**src/rtl/core/sorted_set_range_delete_macros.svh**
```systemverilog
// Assertion macros for the sorted set with range delete.
`ifndef SORTED_SET_RANGE_DELETE_MACROS_SVH
`define SORTED_SET_RANGE_DELETE_MACROS_SVH

`ifndef SYNTHESIS

// Property must hold on every clock edge out of reset.
`define SSRD_ASSERT(lbl, prop, msg) \
  lbl: assert property (@(posedge clk_i) disable iff (!rst_ni) (prop)) else $error(msg);

// Condition must never be seen out of reset.
`define SSRD_NEVER(lbl, cond, msg) \
  lbl: assert property (@(posedge clk_i) disable iff (!rst_ni) !(cond)) else $error(msg);

`else

`define SSRD_ASSERT(lbl, prop, msg)
`define SSRD_NEVER(lbl, cond, msg)

`endif

`endif

```
**src/rtl/core/ssrd_pkg.sv**
```systemverilog
// Shared types and constants of the sorted set with range delete.
package ssrd_pkg;

  localparam int OP_W       = 2;
  localparam int KEY_PORT_W = 32;
  localparam int RAD_PORT_W = 31;

  typedef enum logic [OP_W-1:0] {
    OP_INSERT     = 2'd0,
    OP_BLAST      = 2'd1,
    OP_PRINT_ASC  = 2'd2,
    OP_PRINT_DESC = 2'd3
  } op_e;

endpackage

```
**src/rtl/core/ssrd_req_if.sv**
```systemverilog
// Request channel of the sorted set: operation, key and radius.
interface ssrd_req_if;
  import ssrd_pkg::*;

  logic                  valid;
  logic                  ready;
  logic [OP_W-1:0]       op;
  logic [KEY_PORT_W-1:0] key_value;
  logic [RAD_PORT_W-1:0] radius;

  modport source (output valid, output op, output key_value, output radius, input ready);
  modport sink   (input valid, input op, input key_value, input radius, output ready);
endinterface

```
**src/rtl/core/ssrd_rsp_if.sv**
```systemverilog
// Result channel of the sorted set: one printed key per transfer.
interface ssrd_rsp_if;
  import ssrd_pkg::*;

  logic                  valid;
  logic                  ready;
  logic [KEY_PORT_W-1:0] out_key;
  logic                  last;
  logic                  overflowed;

  modport source (output valid, output out_key, output last, output overflowed, input ready);
  modport sink   (input valid, input out_key, input last, input overflowed, output ready);
endinterface

```
**src/rtl/core/sorted_set_range_delete.sv**
```systemverilog
// Sorted set of distinct signed keys with insert, range delete and ordered print.
//
// Up to CAPACITY distinct keys of KEY_WIDTH bits are held ascending in one
// synchronous single-port-read memory (one read and one write per cycle, read
// data registered). A request is taken only while no earlier request is being
// worked on; a printed key still waiting in the result register does not hold
// off the next request. An insert is an ascending scan that writes the new key
// into its slot and carries each larger key up one place, then the write of
// the last carried key; a blast is an ascending scan that compacts surviving
// keys in place; a print is a scan that the result side can stall. The scan
// reads one entry per cycle unless a print waits on the result register, so
// the memory read port sets the pace. A duplicate insert stops at the matching
// key before anything is written. An insert into a full set that would add a
// new key is dropped and sets the sticky overflow flag, reported with each
// printed key. A print of an empty set gives no result. No clearing pass is
// needed after reset: only entries below the fill count are ever read.
`include "sorted_set_range_delete_macros.svh"

module sorted_set_range_delete #(
  parameter int CAPACITY  = 64,
  parameter int KEY_WIDTH = 32
) (
  input  logic       clk_i,
  input  logic       rst_ni,
  ssrd_req_if.sink   req_i,
  ssrd_rsp_if.source rsp_o
);
  import ssrd_pkg::*;

  localparam int KW = KEY_WIDTH;
  localparam int RW = KEY_WIDTH - 1;   // radius bits used
  localparam int BW = KEY_WIDTH + 1;   // blast bounds, one bit wider than a key
  localparam int IW = $clog2(CAPACITY);
  localparam int CW = $clog2(CAPACITY + 1);
  localparam logic [CW-1:0] CAP_CNT = CW'(CAPACITY);

  localparam logic [1:0] S_IDLE  = 2'd0;
  localparam logic [1:0] S_SCAN  = 2'd1;
  localparam logic [1:0] S_PLACE = 2'd2;

  // ---------------------------------------------------------------------------
  // Port field mapping: low KEY_WIDTH bits of the key, low KEY_WIDTH-1 bits of
  // the radius; printed keys are the raw KEY_WIDTH-bit pattern.
  // ---------------------------------------------------------------------------
  logic [KW-1:0] key_in;
  logic [RW-1:0] rad_in;
  logic [KW-1:0] out_key_q;

  if (KW <= KEY_PORT_W) begin : g_key_narrow
    assign key_in = req_i.key_value[KW-1:0];
  end else begin : g_key_wide
    assign key_in = {{(KW-KEY_PORT_W){1'b0}}, req_i.key_value};
  end

  if (RW <= RAD_PORT_W) begin : g_rad_narrow
    assign rad_in = req_i.radius[RW-1:0];
  end else begin : g_rad_wide
    assign rad_in = {{(RW-RAD_PORT_W){1'b0}}, req_i.radius};
  end

  if (KW >= KEY_PORT_W) begin : g_out_wide
    assign rsp_o.out_key = out_key_q[KEY_PORT_W-1:0];
  end else begin : g_out_narrow
    assign rsp_o.out_key = {{(KEY_PORT_W-KW){1'b0}}, out_key_q};
  end

  // ---------------------------------------------------------------------------
  // State
  // ---------------------------------------------------------------------------
  logic [1:0]           state_q, state_d;
  op_e                  op_q, op_d;
  logic [KW-1:0]        key_q, key_d;          // insert key, then carried key
  logic signed [BW-1:0] lo_q, lo_d, hi_q, hi_d;
  logic [CW-1:0]        cnt_q, cnt_d;          // fill count
  logic                 ovf_q, ovf_d;          // sticky overflow
  logic [IW-1:0]        rd_ptr_q, rd_ptr_d;    // next entry to read
  logic [CW-1:0]        left_q, left_d;        // reads still to issue
  logic                 s1_vld_q, s1_vld_d;    // read data holds a live entry
  logic [IW-1:0]        s1_idx_q, s1_idx_d;
  logic                 s1_last_q, s1_last_d;
  logic [CW-1:0]        wr_cnt_q, wr_cnt_d;    // blast compaction pointer
  logic [IW-1:0]        place_q, place_d;      // insert slot
  logic [KW-1:0]        rd_data_q;
  logic                 out_vld_q, out_vld_d;
  logic                 out_last_q, out_ovf_q;

  logic [KW-1:0] key_mem_q [CAPACITY];

  // Memory port controls
  logic          rd_en;
  logic          mem_we;
  logic [IW-1:0] mem_waddr;
  logic [KW-1:0] mem_wdata;

  logic                 acc, full, desc, is_print, out_free, take, stop, out_load;
  logic                 eq, lt, in_rng;
  logic signed [BW-1:0] d_ext;
  logic [CW-1:0]        cnt_m1, wr_cnt_nx;
  op_e                  req_op;

  assign req_op   = op_e'(req_i.op);
  assign acc      = req_i.valid && req_i.ready;
  assign req_i.ready = (state_q == S_IDLE);
  assign full     = (cnt_q == CAP_CNT);
  assign cnt_m1   = cnt_q - CW'(1);
  assign desc     = (op_q == OP_PRINT_DESC);
  assign is_print = (op_q == OP_PRINT_ASC) || (op_q == OP_PRINT_DESC);
  assign out_free = !out_vld_q || rsp_o.ready;
  // scan stage can move on this cycle
  assign take     = !s1_vld_q || !is_print || out_free;

  assign eq     = ($signed(rd_data_q) == $signed(key_q));
  assign lt     = ($signed(rd_data_q) <  $signed(key_q));
  assign d_ext  = $signed({rd_data_q[KW-1], rd_data_q});
  assign in_rng = (d_ext >= lo_q) && (d_ext <= hi_q);
  assign wr_cnt_nx = wr_cnt_q + CW'(!in_rng);

  always_comb begin
    state_d   = state_q;
    op_d      = op_q;
    key_d     = key_q;
    lo_d      = lo_q;
    hi_d      = hi_q;
    cnt_d     = cnt_q;
    ovf_d     = ovf_q;
    rd_ptr_d  = rd_ptr_q;
    left_d    = left_q;
    s1_vld_d  = s1_vld_q;
    s1_idx_d  = s1_idx_q;
    s1_last_d = s1_last_q;
    wr_cnt_d  = wr_cnt_q;
    place_d   = place_q;
    rd_en     = 1'b0;
    mem_we    = 1'b0;
    mem_waddr = s1_idx_q + IW'(1);
    mem_wdata = rd_data_q;
    stop      = 1'b0;
    out_load  = 1'b0;

    case (state_q)
      S_IDLE: begin
        if (acc) begin
          op_d     = req_op;
          key_d    = key_in;
          lo_d     = $signed({key_in[KW-1], key_in}) - $signed({2'b00, rad_in});
          hi_d     = $signed({key_in[KW-1], key_in}) + $signed({2'b00, rad_in});
          wr_cnt_d = '0;
          left_d   = cnt_q;
          rd_ptr_d = (req_op == OP_PRINT_DESC) ? cnt_m1[IW-1:0] : '0;
          if (cnt_q != '0) begin
            state_d = S_SCAN;
          end else if (req_op == OP_INSERT) begin
            place_d = '0;
            state_d = S_PLACE;
          end
        end
      end

      S_SCAN: begin
        if (s1_vld_q) begin
          case (op_q)
            OP_INSERT: begin
              if (eq) begin
                // already present: nothing written yet, set unchanged
                stop    = 1'b1;
                state_d = S_IDLE;
              end else if (lt) begin
                // slot lies further up
                if (s1_last_q) begin
                  place_d = s1_idx_q + IW'(1);
                  state_d = S_PLACE;
                end
              end else if (full) begin
                // new key into a full set: dropped, flag set in place state
                stop    = 1'b1;
                state_d = S_PLACE;
              end else begin
                // larger key: carried key goes here, this one moves up
                mem_we    = 1'b1;
                mem_waddr = s1_idx_q;
                mem_wdata = key_q;
                key_d     = rd_data_q;
                if (s1_last_q) begin
                  place_d = s1_idx_q + IW'(1);
                  state_d = S_PLACE;
                end
              end
            end
            OP_BLAST: begin
              mem_we    = !in_rng;
              mem_waddr = wr_cnt_q[IW-1:0];
              wr_cnt_d  = wr_cnt_nx;
              if (s1_last_q) begin
                cnt_d   = wr_cnt_nx;
                state_d = S_IDLE;
              end
            end
            default: begin
              if (out_free) begin
                out_load = 1'b1;
                if (s1_last_q) state_d = S_IDLE;
              end
            end
          endcase
        end

        if ((left_q != '0) && take && !stop) begin
          rd_en     = 1'b1;
          rd_ptr_d  = desc ? rd_ptr_q - IW'(1) : rd_ptr_q + IW'(1);
          left_d    = left_q - CW'(1);
          s1_vld_d  = 1'b1;
          s1_idx_d  = rd_ptr_q;
          s1_last_d = (left_q == CW'(1));
        end else if (s1_vld_q && take) begin
          s1_vld_d = 1'b0;
        end
      end

      S_PLACE: begin
        if (full) begin
          ovf_d = 1'b1;
        end else begin
          mem_we    = 1'b1;
          mem_waddr = place_q;
          mem_wdata = key_q;
          cnt_d     = cnt_q + CW'(1);
        end
        state_d = S_IDLE;
      end

      default: state_d = S_IDLE;
    endcase
  end

  assign out_vld_d = out_load || (out_vld_q && !rsp_o.ready);

  always_ff @(posedge clk_i or negedge rst_ni) begin
    if (!rst_ni) begin
      state_q   <= S_IDLE;
      op_q      <= OP_INSERT;
      cnt_q     <= '0;
      ovf_q     <= 1'b0;
      rd_ptr_q  <= '0;
      left_q    <= '0;
      s1_vld_q  <= 1'b0;
      s1_idx_q  <= '0;
      s1_last_q <= 1'b0;
      wr_cnt_q  <= '0;
      place_q   <= '0;
      out_vld_q <= 1'b0;
    end else begin
      state_q   <= state_d;
      op_q      <= op_d;
      cnt_q     <= cnt_d;
      ovf_q     <= ovf_d;
      rd_ptr_q  <= rd_ptr_d;
      left_q    <= left_d;
      s1_vld_q  <= s1_vld_d;
      s1_idx_q  <= s1_idx_d;
      s1_last_q <= s1_last_d;
      wr_cnt_q  <= wr_cnt_d;
      place_q   <= place_d;
      out_vld_q <= out_vld_d;
    end
  end

  // Payload registers
  always_ff @(posedge clk_i) begin
    key_q <= key_d;
    lo_q  <= lo_d;
    hi_q  <= hi_d;
    if (out_load) begin
      out_key_q  <= rd_data_q;
      out_last_q <= s1_last_q;
      out_ovf_q  <= ovf_q;
    end
  end

  // Key memory: one write and one registered read per cycle
  always_ff @(posedge clk_i) begin
    if (mem_we) key_mem_q[mem_waddr] <= mem_wdata;
    if (rd_en)  rd_data_q <= key_mem_q[rd_ptr_q];
  end

  assign rsp_o.valid      = out_vld_q;
  assign rsp_o.last       = out_last_q;
  assign rsp_o.overflowed = out_ovf_q;

  // ---------------------------------------------------------------------------
  // Assertions
  // ---------------------------------------------------------------------------
  `SSRD_NEVER(a_cnt_in_range, cnt_q > CAP_CNT, "fill count above capacity")
  `SSRD_ASSERT(a_ovf_sticky, ovf_q |=> ovf_q, "overflow flag cleared")
  `SSRD_NEVER(a_idle_drained, (state_q == S_IDLE) && s1_vld_q, "scan data left on return to idle")
  `SSRD_ASSERT(a_grow_on_place, (cnt_q <= $past(cnt_q)) || ($past(state_q) == S_PLACE), "fill count grew outside insert")
  `SSRD_ASSERT(a_load_in_print, out_load |-> (is_print && (state_q == S_SCAN)), "result loaded outside a print")

endmodule

```
**src/flat_wrapper.sv**
```systemverilog
// flat-port wrapper written by rule: the top's interface ports become plain ports
module sorted_set_range_delete_flat import ssrd_pkg::*;
#(
  parameter int CAPACITY  = 64,
  parameter int KEY_WIDTH = 32
)
  (clk_i, rst_ni, req_i_valid, req_i_op, req_i_key_value, req_i_radius, req_i_ready, rsp_o_valid, rsp_o_out_key, rsp_o_last, rsp_o_overflowed, rsp_o_ready);
  ssrd_req_if req_i_i ();
  ssrd_rsp_if rsp_o_i ();
  input  logic clk_i;
  input  logic rst_ni;
  input wire logic [$bits(req_i_i.valid)-1:0] req_i_valid;
  input wire logic [$bits(req_i_i.op)-1:0] req_i_op;
  input wire logic [$bits(req_i_i.key_value)-1:0] req_i_key_value;
  input wire logic [$bits(req_i_i.radius)-1:0] req_i_radius;
  output wire logic [$bits(req_i_i.ready)-1:0] req_i_ready;
  output wire logic [$bits(rsp_o_i.valid)-1:0] rsp_o_valid;
  output wire logic [$bits(rsp_o_i.out_key)-1:0] rsp_o_out_key;
  output wire logic [$bits(rsp_o_i.last)-1:0] rsp_o_last;
  output wire logic [$bits(rsp_o_i.overflowed)-1:0] rsp_o_overflowed;
  input wire logic [$bits(rsp_o_i.ready)-1:0] rsp_o_ready;
  assign req_i_i.valid = req_i_valid;
  assign req_i_i.op = req_i_op;
  assign req_i_i.key_value = req_i_key_value;
  assign req_i_i.radius = req_i_radius;
  assign req_i_ready = req_i_i.ready;
  assign rsp_o_valid = rsp_o_i.valid;
  assign rsp_o_out_key = rsp_o_i.out_key;
  assign rsp_o_last = rsp_o_i.last;
  assign rsp_o_overflowed = rsp_o_i.overflowed;
  assign rsp_o_i.ready = rsp_o_ready;
  sorted_set_range_delete #(.CAPACITY(CAPACITY), .KEY_WIDTH(KEY_WIDTH)) u_core (.clk_i(clk_i), .rst_ni(rst_ni), .req_i(req_i_i), .rsp_o(rsp_o_i));
endmodule
```
**config.mk**
```make
export PLATFORM = sky130hd
export DESIGN_NAME = sorted_set_range_delete_flat
export DESIGN_NICKNAME = d
export VERILOG_FILES = /design/src/rtl/core/ssrd_pkg.sv /design/src/rtl/core/ssrd_req_if.sv /design/src/rtl/core/ssrd_rsp_if.sv /design/src/rtl/core/sorted_set_range_delete.sv /design/src/flat_wrapper.sv
export VERILOG_INCLUDE_DIRS = /design/src /design/src/rtl/core
export SDC_FILE = /design/constraint.sdc
export NUM_CORES = 2
export LEC_CHECK = 0
export BUFFER_PORTS_ARGS = -buffer_cell sky130_fd_sc_hd__buf_2
export CORE_ASPECT_RATIO = 0.5
export CORE_UTILIZATION = 45
export CTS_CLUSTER_SIZE = 24
export DETAILED_ROUTE_END_ITERATION = 6
export PLACE_DENSITY = 0.6
export SLEW_MARGIN = 20
export SYNTH_ARGS = -nofsm -noshare
export SYNTH_HDL_FRONTEND = slang
export SYNTH_SLANG_ARGS = --single-unit
```
**constraint.sdc**
```tcl
create_clock -name clk_i -period 9 [get_ports clk_i]
set_input_delay 1.8 -clock clk_i [delete_from_list [all_inputs] [get_ports clk_i]]
set_output_delay 1.8 -clock clk_i [all_outputs]
set_load 0.03 [all_outputs]
```
==> impl_metrics.tcl <==
set metrics [dict create \
    status "complete, no violations" \
    cp_top_family "simple AND/OR/NAND/NOR gates" \
    seqCellArea_sq_um 67600 \
    ys_seq_area_share_pct 72.9 \
    worst_slack_ps 2090 \
    initial_core_util_pct 45.4 \
    synthFlopType "edfxtp_1" \
    tightest_slew_ps 1130 \
    synth_area_leaders "edfxtp_1, mux4_2, ha_1, dfrtp_1, inv_1" \
    yosys_warnings 0 \
    arrival_ps 7420 \
    drive_gt1_share_pct 27.8 \
    dieHeight_um 323 \
    maxCapViolations 0 \
    synth_top_area_share_pct 71.7 \
    grtUsageTotal_pct 23.1 \
    cts_root_buffer "clkbuf_16" \
    post-cts-setup-buffers 0 \
    drt-total-wl_um 240000 \
    placed_cells 7290 \
    rows 117 \
    final-instance-count-excl-fill 7663 \
    crit_path_cell_trace "ha_1 -> nand4_1 -> nor4_1 -> nand2_1 -> a21oi_1 -> or4b_1 -> o21ai_1 -> o311a_1 -> a21oi_2 -> nand3b_1 -> nor2_4 -> buf_4" \
    worstSkewPairLatency_ps 860 \
    ys_top_cells_by_count "edfxtp_1, mux4_2, inv_1" \
    drv_slew 0 \
    syn_inst 4531 \
    p_leak_nw 33.5 \
    cp_num_cells 12 \
    fin_skew_ps 59.4 \
    path_class "register to register" \
    fillers 16000 \
    crit_path_start_kind "register" \
    slew_headroom_pct 23.8 \
    pre_cts_ws_ps 1480 \
    gp_congestion 0.923 \
    synth_seq_cells 2258 \
    drtIter0Drc 6195 \
    cts.path.max_buffers 4 \
    hold_class "register to register" \
    ir_drop_mv 0.501 \
    rsz0062_at_grt "no" \
    antenna_found_initial 27 \
    die_w_um 644 \
    yosys.area.top_type "edfxtp_1" \
    ys_types 81 \
    ios 105 \
    clock_sinks 2258 \
    hold_depth 0 \
    max_freq_mhz 145 \
    grt_overflow_total 0 \
    path_clk_slew_ps 70 \
    grt_max_degree 99 \
    grt_pass1_wl_um 343000 \
    synth_edf_count 2211 \
    cts_made_buffers 206 \
    path_buf_inv 1 \
    drc 0 \
    synth.most_common_cell "edfxtp_1" \
    fin_setup_tns_ps 0 \
    cts_hold_buffers 0 \
    hold_violations 0 \
    cts_resized 0 \
    htreeDepth 4 \
    grt_pass1_vias 46600 \
    wl_per_cell_um 31.3 \
    synth_fp_nets 4777 \
    cp_slowest_cell "nor2_4" \
    fin_crit_sh_pct 76.7 \
    slowest_delay_ps 1100 \
    cp_max_fo 18 \
    vias 47200 \
    avgSynthCellArea_sq_um 20.4 \
    required_ps 9510 \
    core_sq_um 204000 \
    p_total_w 0.0386 \
    tritoncts "yes" \
    r2r_cells 12 \
    synthArstFlopShare_pct 2.08 \
    post-route-min-period_ps 6910 \
    nets 5012 \
    areaGrowthSynthToFinish_pct 12.5 \
    ant_nets 0 \
    syn-cell-area_sq_um 92600 \
    dr.pass1.iters 6 \
    holdWs_ps 486 \
    worst_setup_path_end_kind "register" \
    multi_input_area_sq_um 24100 \
    io_buffer_count 104 \
    hpwlAfterDp_um 149000 \
    avgViaCountPerCell 6.16 \
    p_per_area_nw_per_um2 370 \
    finalSetupViolations 0 \
    dieArea_sq_um 208000 \
]
==> registers in the layout, summed over array words and instances (netlist names), 2 cells and up <==
name and count:
u_core.cnt_q 7, u_core.hi_q 33, u_core.key_mem_q 2048, u_core.key_q 32, u_core.left_q 7, u_core.lo_q 32, u_core.op_q 2, u_core.place_q 6
u_core.rd_data_q 32, u_core.rd_ptr_q 6, u_core.rsp_o.out_key 32, u_core.s1_idx_q 6, u_core.state_q 2, u_core.wr_cnt_q 7
==> layout by cell type, fill, tap and decap left out, drive strengths merged, types with 22 or more instances in the layout <==
| cell | synthesis | final |
|---|---|---|
| nand4 | 24 | 24 |
| dfrtp | 47 | 47 |
| xnor2 | 52 | 52 |
| mux4 | 660 | 660 |
| nor3 | 22 | 22 |
| nand2 | 109 | 109 |
| inv | 184 | 192 |
| a21oi | 120 | 120 |
| clkbuf | 138 | 250 |
| mux2 | 54 | 54 |
| o21ai | 108 | 108 |
| edfxtp | 2211 | 2211 |
| ha | 174 | 174 |
| buf | 75 | 240 |
| nand2b | 23 | 23 |
| a22o | 30 | 30 |
| nand3 | 42 | 42 |
| a21o | 23 | 23 |
| clkinv | 1 | 83 |
| nor2 | 175 | 175 |
==> area by class of cell <==
| cell class | instances | share of cell area (%) |
|---|---|---|
| Antenna cell | 3 | 0.00720 |
| Clock buffer | 250 | 5.15 |
| Clock inverter | 115 | 1.02 |
| Inverter | 185 | 0.666 |
| Multi-Input combinational cell | 1875 | 23.2 |
| Sequential cell | 2258 | 64.9 |
| Tap cell | 2737 | 3.29 |
| Timing Repair Buffer | 240 | 1.84 |
==> through the flow <==
| stage | cell area (sq um) | util, % |
|---|---|---|
| 3_3_place_gp | 97300 | 47.7 |
| 6_report | 104000 | 51.1 |
| 4_1_cts | 104000 | 51.0 |
| 3_5_place_dp | 97700 | 47.9 |
| 2_1_floorplan | 92600 | - |
| 5_1_grt | 104000 | 51.1 |
==> logic make-up after synthesis <==
kind of cell,count (synthesis),share of synthesized area [%]
AOI/OAI and AO/OA,422,3.01
xor gates and xnor gates,70,0.662
adders and majority gates,177,2.42
buffers and inverters,398,1.64
DFF,2258,72.9
muxes,732,16.9
and+or+nand+nor,474,2.43
==> metal layers <==
| metal | track usage [%] | vias to the layer above | share of wire, % |
|---|---|---|---|
| li1 | - | 19200 | - |
| met1 | 36.5 | 25500 | 45 |
| met2 | 33.5 | 2182 | 44 |
| met3 | 4.70 | 269 | 9.6 |
| met4 | 3.95 | 4 | 1.5 |
| met5 | 0 | - | 0.011 |
==> report_power, final <==
group / total (W) / internal (W) / switching (W)
registers: 0.0160 / 0.0155 / 0.000533
clock network: 0.00861 / 0.00476 / 0.00385
logic: 0.0140 / 0.00451 / 0.00946
total: 0.0386 / 0.0247 / 0.0138
==> worst paths after layout <==
| check | start | to | slack (ps) |
|---|---|---|---|
| max in group asynchronous | rst_ni | u_core.rd_ptr_q[1] | 7440 |
| setup reg to reg | u_core.rd_data_q[31] | u_core.key_mem_q[25][10] | 2090 |
| hold reg to reg | u_core.ovf_q | u_core.rsp_o.overflowed | 490 |
| min in group asynchronous | rst_ni | u_core.rd_ptr_q[2] | 1080 |
| hold / removal | u_core.ovf_q | u_core.rsp_o.overflowed | 490 |
| setup / recovery | u_core.rd_data_q[31] | u_core.key_mem_q[25][10] | 2090 |
(Power assumes the default switching activity.)
